$ cat src/hdl/mlfr_pkg.sv
// ----------------------------------------------------------------------------
// mlfr_pkg
// Shared types and constants for the marker and length framed receiver.
// ----------------------------------------------------------------------------
`default_nettype none

package mlfr_pkg;

  localparam int TIMER_BITS   = 16;
  localparam int TIMEOUT_W    = 16;
  localparam int CMP_W        = (TIMER_BITS > TIMEOUT_W) ? TIMER_BITS : TIMEOUT_W;

  localparam logic [TIMEOUT_W-1:0] TIMEOUT_RESET = TIMEOUT_W'(200);

  localparam logic [7:0] START_BYTE1 = 8'h55;
  localparam logic [7:0] START_BYTE2 = 8'hAA;
  localparam logic [7:0] END_BYTE1   = 8'hDE;
  localparam logic [7:0] END_BYTE2   = 8'hF0;
  localparam logic [7:0] MAX_PAYLOAD = 8'd250;
  localparam logic [7:0] LEN_OFFSET  = 8'd2;
  localparam logic [7:0] HDR_BYTES   = 8'd4;
  localparam logic [8:0] TAIL_BYTES  = 9'd5;

  typedef enum logic [1:0] {
    OP_BYTE = 2'd0,
    OP_TICK = 2'd1,
    OP_ARM  = 2'd2
  } op_t;

  typedef enum logic [2:0] {
    ST_IDLE     = 3'd0,
    ST_SEARCH   = 3'd1,
    ST_DONE     = 3'd2,
    ST_TIMEOUT  = 3'd3,
    ST_OVERLEN  = 3'd4
  } status_t;

  typedef enum logic [8:0] {
    PH_IDLE    = 9'b000000001,
    PH_START1  = 9'b000000010,
    PH_START2  = 9'b000000100,
    PH_BODY    = 9'b000001000,
    PH_END1    = 9'b000010000,
    PH_END2    = 9'b000100000,
    PH_DONE    = 9'b001000000,
    PH_TIMEOUT = 9'b010000000,
    PH_OVERLEN = 9'b100000000
  } phase_t;

endpackage

`default_nettype wire

$ cat src/hdl/marker_length_frame_receiver.sv
// ----------------------------------------------------------------------------
// marker_length_frame_receiver
// Hunts for a 0x55 0xAA marked, length-sized answer frame in a byte stream,
// reports each body byte and offset; ends on end marker, timeout or overlength.
// ----------------------------------------------------------------------------
//  channel  dir  handshake            payload
//  s_*      in   s_tvalid/s_tready    tdata: rx_byte; tuser: op
//  m_*      out  m_tvalid/m_tready    tdata: status, byte_index, byte_value
//                                     tuser: byte_valid
//  cfg_*    in   cfg_valid/cfg_ready  cfg_data: timeout_ticks
//
//  One beat per cycle sustained while the output is not stalled; an accepted
//  beat is loaded into the input register and from there into the result
//  register, which drives m_*.
//  Reset: search idle, timeout_ticks = 200, both registers empty.
//  A stalled output holds the result; the input register still takes one beat.
//  cfg_ready is always high.
// ----------------------------------------------------------------------------
`default_nettype none

module marker_length_frame_receiver
  import mlfr_pkg::*;
(
  input  wire logic        clk,
  input  wire logic        rst,
  input  wire logic        s_tvalid,
  output      logic        s_tready,
  input  wire logic [7:0]  s_tdata,   // [7:0] rx_byte
  input  wire logic [1:0]  s_tuser,   // [1:0] op
  output      logic        m_tvalid,
  input  wire logic        m_tready,
  output      logic [23:0] m_tdata,   // [2:0] status, [10:3] byte_index,
                                      // [18:11] byte_value, [23:19] zero
  output      logic [0:0]  m_tuser,   // [0] byte_valid
  input  wire logic        cfg_valid,
  output      logic        cfg_ready,
  input  wire logic [15:0] cfg_data   // [15:0] timeout_ticks
);

  logic [TIMEOUT_W-1:0]  timeout_ticks;
  logic                  in_valid;
  logic [1:0]            in_op;
  logic [7:0]            in_byte;
  logic                  advance;

  phase_t                rx_phase, rx_phase_next;
  logic [7:0]            body_count, body_count_next;
  logic [7:0]            payload_length, payload_length_next;
  logic [TIMER_BITS-1:0] elapsed_ticks, elapsed_ticks_next;

  status_t               status_next;
  logic                  byte_valid_next;
  logic [7:0]            byte_index_next;
  logic [7:0]            byte_value_next;

  logic                  searching;

  assign cfg_ready = 1'b1;
  assign advance   = in_valid && (!m_tvalid || m_tready);
  assign s_tready  = !in_valid || advance;
  assign searching = (rx_phase == PH_START1) || (rx_phase == PH_START2) ||
                     (rx_phase == PH_BODY)   || (rx_phase == PH_END1)   ||
                     (rx_phase == PH_END2);

  always_ff @(posedge clk) begin
    if (rst) begin
      timeout_ticks <= TIMEOUT_RESET;
    end else if (cfg_valid && cfg_ready) begin
      timeout_ticks <= cfg_data;
    end
  end

  always_ff @(posedge clk) begin
    if (rst) begin
      in_valid <= 1'b0;
    end else if (s_tready) begin
      in_valid <= s_tvalid;
    end
  end

  always_ff @(posedge clk) begin
    if (s_tvalid && s_tready) begin
      in_op   <= s_tuser;
      in_byte <= s_tdata;
    end
  end

  always_comb begin
    rx_phase_next       = rx_phase;
    body_count_next     = body_count;
    payload_length_next = payload_length;
    elapsed_ticks_next  = elapsed_ticks;
    byte_valid_next     = 1'b0;
    byte_index_next     = '0;
    byte_value_next     = '0;
    case (in_op)
      OP_ARM: begin
        rx_phase_next       = PH_START1;
        body_count_next     = '0;
        payload_length_next = '0;
        elapsed_ticks_next  = '0;
      end
      OP_TICK: begin
        if (searching) begin
          if (elapsed_ticks != '1) begin
            elapsed_ticks_next = elapsed_ticks + 1'b1;
          end
          if (CMP_W'(elapsed_ticks_next) > CMP_W'(timeout_ticks)) begin
            rx_phase_next = PH_TIMEOUT;
          end
        end
      end
      OP_BYTE: begin
        case (rx_phase)
          PH_START1: begin
            body_count_next = '0;
            if (in_byte == START_BYTE1) begin
              rx_phase_next = PH_START2;
            end
          end
          PH_START2: begin
            rx_phase_next = (in_byte == START_BYTE2) ? PH_BODY : PH_START1;
          end
          PH_BODY: begin
            byte_valid_next = 1'b1;
            byte_index_next = body_count;
            byte_value_next = in_byte;
            if ((body_count == LEN_OFFSET) && (in_byte > MAX_PAYLOAD)) begin
              payload_length_next = in_byte;
              rx_phase_next       = PH_OVERLEN;
            end else if (body_count == LEN_OFFSET) begin
              payload_length_next = in_byte;
              body_count_next     = body_count + 1'b1;
            end else if ((body_count >= HDR_BYTES) &&
                         ({1'b0, body_count} == ({1'b0, payload_length} + TAIL_BYTES))) begin
              rx_phase_next = PH_END1;
            end else begin
              body_count_next = body_count + 1'b1;
            end
          end
          PH_END1: begin
            rx_phase_next = (in_byte == END_BYTE1) ? PH_END2 : PH_START1;
          end
          PH_END2: begin
            rx_phase_next = (in_byte == END_BYTE2) ? PH_DONE : PH_START1;
          end
          default: begin
          end
        endcase
      end
      default: begin
      end
    endcase

    case (rx_phase_next)
      PH_START1, PH_START2, PH_BODY, PH_END1, PH_END2: status_next = ST_SEARCH;
      PH_DONE:    status_next = ST_DONE;
      PH_TIMEOUT: status_next = ST_TIMEOUT;
      PH_OVERLEN: status_next = ST_OVERLEN;
      default:    status_next = ST_IDLE;
    endcase
  end

  always_ff @(posedge clk) begin
    if (rst) begin
      rx_phase       <= PH_IDLE;
      body_count     <= '0;
      payload_length <= '0;
      elapsed_ticks  <= '0;
    end else if (advance) begin
      rx_phase       <= rx_phase_next;
      body_count     <= body_count_next;
      payload_length <= payload_length_next;
      elapsed_ticks  <= elapsed_ticks_next;
    end
  end

  always_ff @(posedge clk) begin
    if (rst) begin
      m_tvalid <= 1'b0;
    end else if (advance) begin
      m_tvalid <= 1'b1;
    end else if (m_tready) begin
      m_tvalid <= 1'b0;
    end
  end

  always_ff @(posedge clk) begin
    if (advance) begin
      m_tdata <= {5'b0, byte_value_next, byte_index_next, status_next};
      m_tuser <= byte_valid_next;
    end
  end

endmodule

`default_nettype wire

$ cat config.mk
export PLATFORM = sky130hd
export DESIGN_NAME = marker_length_frame_receiver
export DESIGN_NICKNAME = d
export VERILOG_FILES = /design/src/hdl/mlfr_pkg.sv /design/src/hdl/marker_length_frame_receiver.sv
export SDC_FILE = /design/constraint.sdc
export NUM_CORES = 1
export LEC_CHECK = 0
export BUFFER_PORTS_ARGS = -buffer_cell sky130_fd_sc_hd__buf_2
export CAP_MARGIN = 25
export CORE_MARGIN = 2
export CORE_UTILIZATION = 53
export CTS_CLUSTER_SIZE = 14
export DETAILED_ROUTE_END_ITERATION = 8
export GPL_TIMING_DRIVEN = 0
export PLACE_DENSITY = 0.85
export SYNTH_ARGS = -nofsm -noshare
export SYNTH_HDL_FRONTEND = slang
export SYNTH_SLANG_ARGS = --single-unit
$ cat constraint.sdc
create_clock -name clk -period 4 [get_ports clk]
set_input_delay 0.4 -clock clk [delete_from_list [all_inputs] [get_ports clk]]
set_output_delay 0.4 -clock clk [all_outputs]
set_load 0.02 [all_outputs]
==> metrics.md <==
| Metric | Value |
|---|---|
| Leakage | ~2.4 nW |
| # IOs | 59 |
| RSZ-0062 raised after global routing | true |
| Crit Reg-Reg Endpoint | m_tdata[0] |
| Number of synthesized flops with an enable pin | 30 |
| Reg2reg start | elapsed_ticks[0] |
| Peak supply drop | about 0.0002 V |
| Overall routing resource usage | 0.255 |
| WL/cell | 16.5 um |
| Worst setup endpoint | m_tdata[0] |
| Initial Util | 0.544 |
| Post-DP HPWL | ~9 mm |
| FP Rows | 35 |
| Synthesized area per cell | slightly below 9 um^2 |
| Max Root-Sink Buffers | 2 |
| Start point of the critical path | elapsed_ticks[0] |
| Synth cell types | 64 |
| Post-synthesis cell count | around 560 |
| Top cells by area, synth | dfxtp_1 (24%), edfxtp_1 (18%), ha_1 (5.3%) |
| Design Power | 1.84 mW |
| Internal power | about 1.3 mW |
| Worst-skew pair later-pin latency | roughly 0.36 ns |
| Mapped Area | about 5000 um^2 |
| Crit start category | flop |
| Final worst slack | -0.129 ns |
| Final worst-path cycle share | 1.03 |
| FF+latch count, synth | between 80 and 90 |
| Synth Flop Type | dfxtp_1 |
| Failing checks | negative setup slack |
| Diodes inserted | 0 |
| Post-route DRC | 0 |
| Die height | about 100 um |
| R2r setup slk | -0.13 ns |
| H-tree Lvls | 3 |
| Sw Share | 0.274 |
| Number of routed nets with antenna violations | 0 |
| Vias | between 4000 and 5000 |
| Clk Tree Root Cell | clkbuf_8 |
| Clk pwr share | 0.356 |
| Outcome | complete, but fails checks |
| Worst r2r path cells | 17 |
| Combinational cell fraction of total power | 0.114 |
| Area occupied by multi-input gates | about 2800 um^2 |
| Die area | 10200 um^2 |
| Crit end category | flop |
| Worst slew pin tran | slightly above 0.8 ns |
| Die W | around 100 um |
| Worst Clk Skew | roughly 0.012 ns |
| Post-synth top area share | 0.237 |
| Crit path time final | 4.13 ns |
| TritonCTS buffer count | 9 |
| Fin. Hold Viols | 0 |
| Kind of critical path | reg2reg |
| # Max-Cap Violations | 0 |
| Worst-path fanout max | 8 |
| Largest net degree at the start of global routing | 18 |
| Area leader, netlist | dfxtp_1 |
| Crit path DAT | between 4 and 5 ns |
| Max Slew Vio Count | 0 |
| Fin cells | roughly 760 |
| Vias in the first global route | ~4400 |
| Post-layout net count | a little under 700 |
| P per Cell Area | around 310 nW/um^2 |
| Placed Cells | approximately 720 |
| Layout cells sized above 1 | 0.233 |
| Port Buf Inserts | 51 |
| Placer Congestion | around 0.95 |
| DR pass1 iterations | 5 |
| Register area | roughly 2100 um^2 |
| Via density | just over 6 |
| Hold Startpoint | s_tdata[5] |
| Seq pwr share | 0.530 |
| Slew headroom | 0.449 |
| Sw power | between 0.5 and 0.6 mW |
| Clock sink count | approximately 90 |
| Core Region | 9150 um^2 |
| CP required | around 4.2 ns |
| Global-route wire length before repair | just over 20 mm |
| DRT Wirelength | 12.4 mm |
| Layout Area Growth over Synthesis | 19.7% |
| Synth top cells by count | nor2_1 (63), dfxtp_1 (59), a21oi_1 (38) |
| Most frequent cell after synthesis | nor2_1 |
| Peak Freq | approximately 240 MHz |
| Synth warnings | 0 |
| Synth async-reset ratio | 0 |
| Initial drt markers | about 240 |
| Setup Viol. Count Final | 2 |
| Filler Cell Count | between 700 and 800 |
| CTS tree | built |
| Hold Crit Class | in2reg |
| Seq/Total Area, Yosys | 0.419 |
| Initial antenna violation count | 0 |
| Global route overflow | 0 |
| Clock slew at reported path FFs | about 0.1 ns |
-- routing by layer --
layer,vias to the layer above,part of all wire,global-route usage
li1,2161,-,-
met1,2157,0.39,0.295
met2,187,0.50,0.440
met3,54,0.061,0.0548
met4,0,0.045,0.133
met5,-,0,0
-- flip-flops by register name (all words and copies together) (netlist names) --
signal / flops
body_count: 8
elapsed_ticks: 16
in_byte: 8
in_op: 2
in_valid: 1
m_tdata: 19
m_tuser: 1
m_tvalid: 1
payload_length: 8
rx_phase: 9
timeout_ticks: 16
-- power by group through the flow --
stage,Combinational [mW],Sequential [mW],Clock [mW]
detailed placement,0.195,1.00,0
finish,0.209,0.978,0.657
CTS,0.200,0.978,0.664
global route,0.230,0.982,0.703
global placement,0.186,1.00,0
floorplan,0.128,1.01,0
-- critical path: stages, from the launching register on --
cell	delay (ns)
dfxtp_4	0.37
ha_4	0.13
nand4_1	0.14
nor4_4	0.23
nand3_2	0.12
clkbuf_8	0.16
and3_4	0.18
and3_4	0.20
xor2_2	0.21
ha_2	0.30
nand4_1	0.17
a211oi_2	0.08
or4_4	0.56
a31oi_4	0.29
a22oi_4	0.14
xnor2_2	0.18
mux2_4	0.28
o32ai_2	0.20
-- kinds of logic (layout without fill, tap and decap cells) --
kind of cell,count (synthesis),count (layout),share of synthesized area
flip-flops,89,89,0.419
buffers and inverters,61,144,0.0516
AO/OA/AOI/OAI,111,111,0.147
adder cells (fa/ha/maj),21,21,0.0528
multiplexers,16,16,0.0327
AND/OR/NAND/NOR,226,226,0.241
XOR/XNOR,31,31,0.0546
other,2,6,0.00151
-- stage by stage --
step / TNS, ns / setup slack [ns] / utilization / instance area [um^2] / hold WS, ns
floorplan: -0.0101 / -0.0101 / - / 5080 / 0.448
global placement: -1.10 / -0.450 / 0.599 / 5480 / 0.464
detailed placement: -1.29 / -0.501 / 0.600 / 5490 / 0.481
CTS: -0.121 / -0.121 / 0.641 / 5870 / 0.195
global route: -0.706 / -0.300 / 0.650 / 5950 / 0.188
finish: -0.186 / -0.129 / 0.650 / 5950 / 0.205
-- how the worst min path moves through the flow --
stage          cells past startpoint          endpoint  slack [ns]
5_1_grt                            1          in_op[1]        0.19
2_1_floorplan                      2       rx_phase[0]        0.45
6_report                           1        in_byte[5]        0.21
3_3_place_gp                       2       rx_phase[0]        0.46
4_1_cts                            1          in_op[1]        0.20
3_5_place_dp                       2  timeout_ticks[1]        0.48
-- final cells by class --
class	instances	area share
tap	111	0.0233
clock inverter	7	0.0147
sequential	89	0.354
multi-input combinational	411	0.477
inverter	31	0.0195
buffer	29	0.0246
timing repair buffer	68	0.0662
clock buffer	9	0.0208
-- cell usage in the layout (no fill, tap or decap), types with 6 or more instances in the layout --
master	count
ha_1	19
dfxtp_1	50
nor2_1	62
o211ai_1	6
o21ai_0	19
xnor2_1	20
edfxtp_1	30
nor3_1	9
clkbuf_1	16
and2_1	15
buf_2	53
and3_1	6
xor2_1	8
inv_1	29
nand3_2	6
nand2_1	36
mux2i_1	14
conb_1	6
a21oi_1	38
nor2b_1	6
nand3_1	19
nand4_1	14
buf_4	21
nor4_1	12
dfxtp_4	6
clkbuf_8	10
-- what timing repair did --
action                     in CTS  in global routing
pin swaps                      15                  6
hold buffers                    0                  0
gates resized for setup        28                  8
buffers inserted                9                  7
setup endpoints to repair       7                  3
Power figures use the tool's default switching activity.
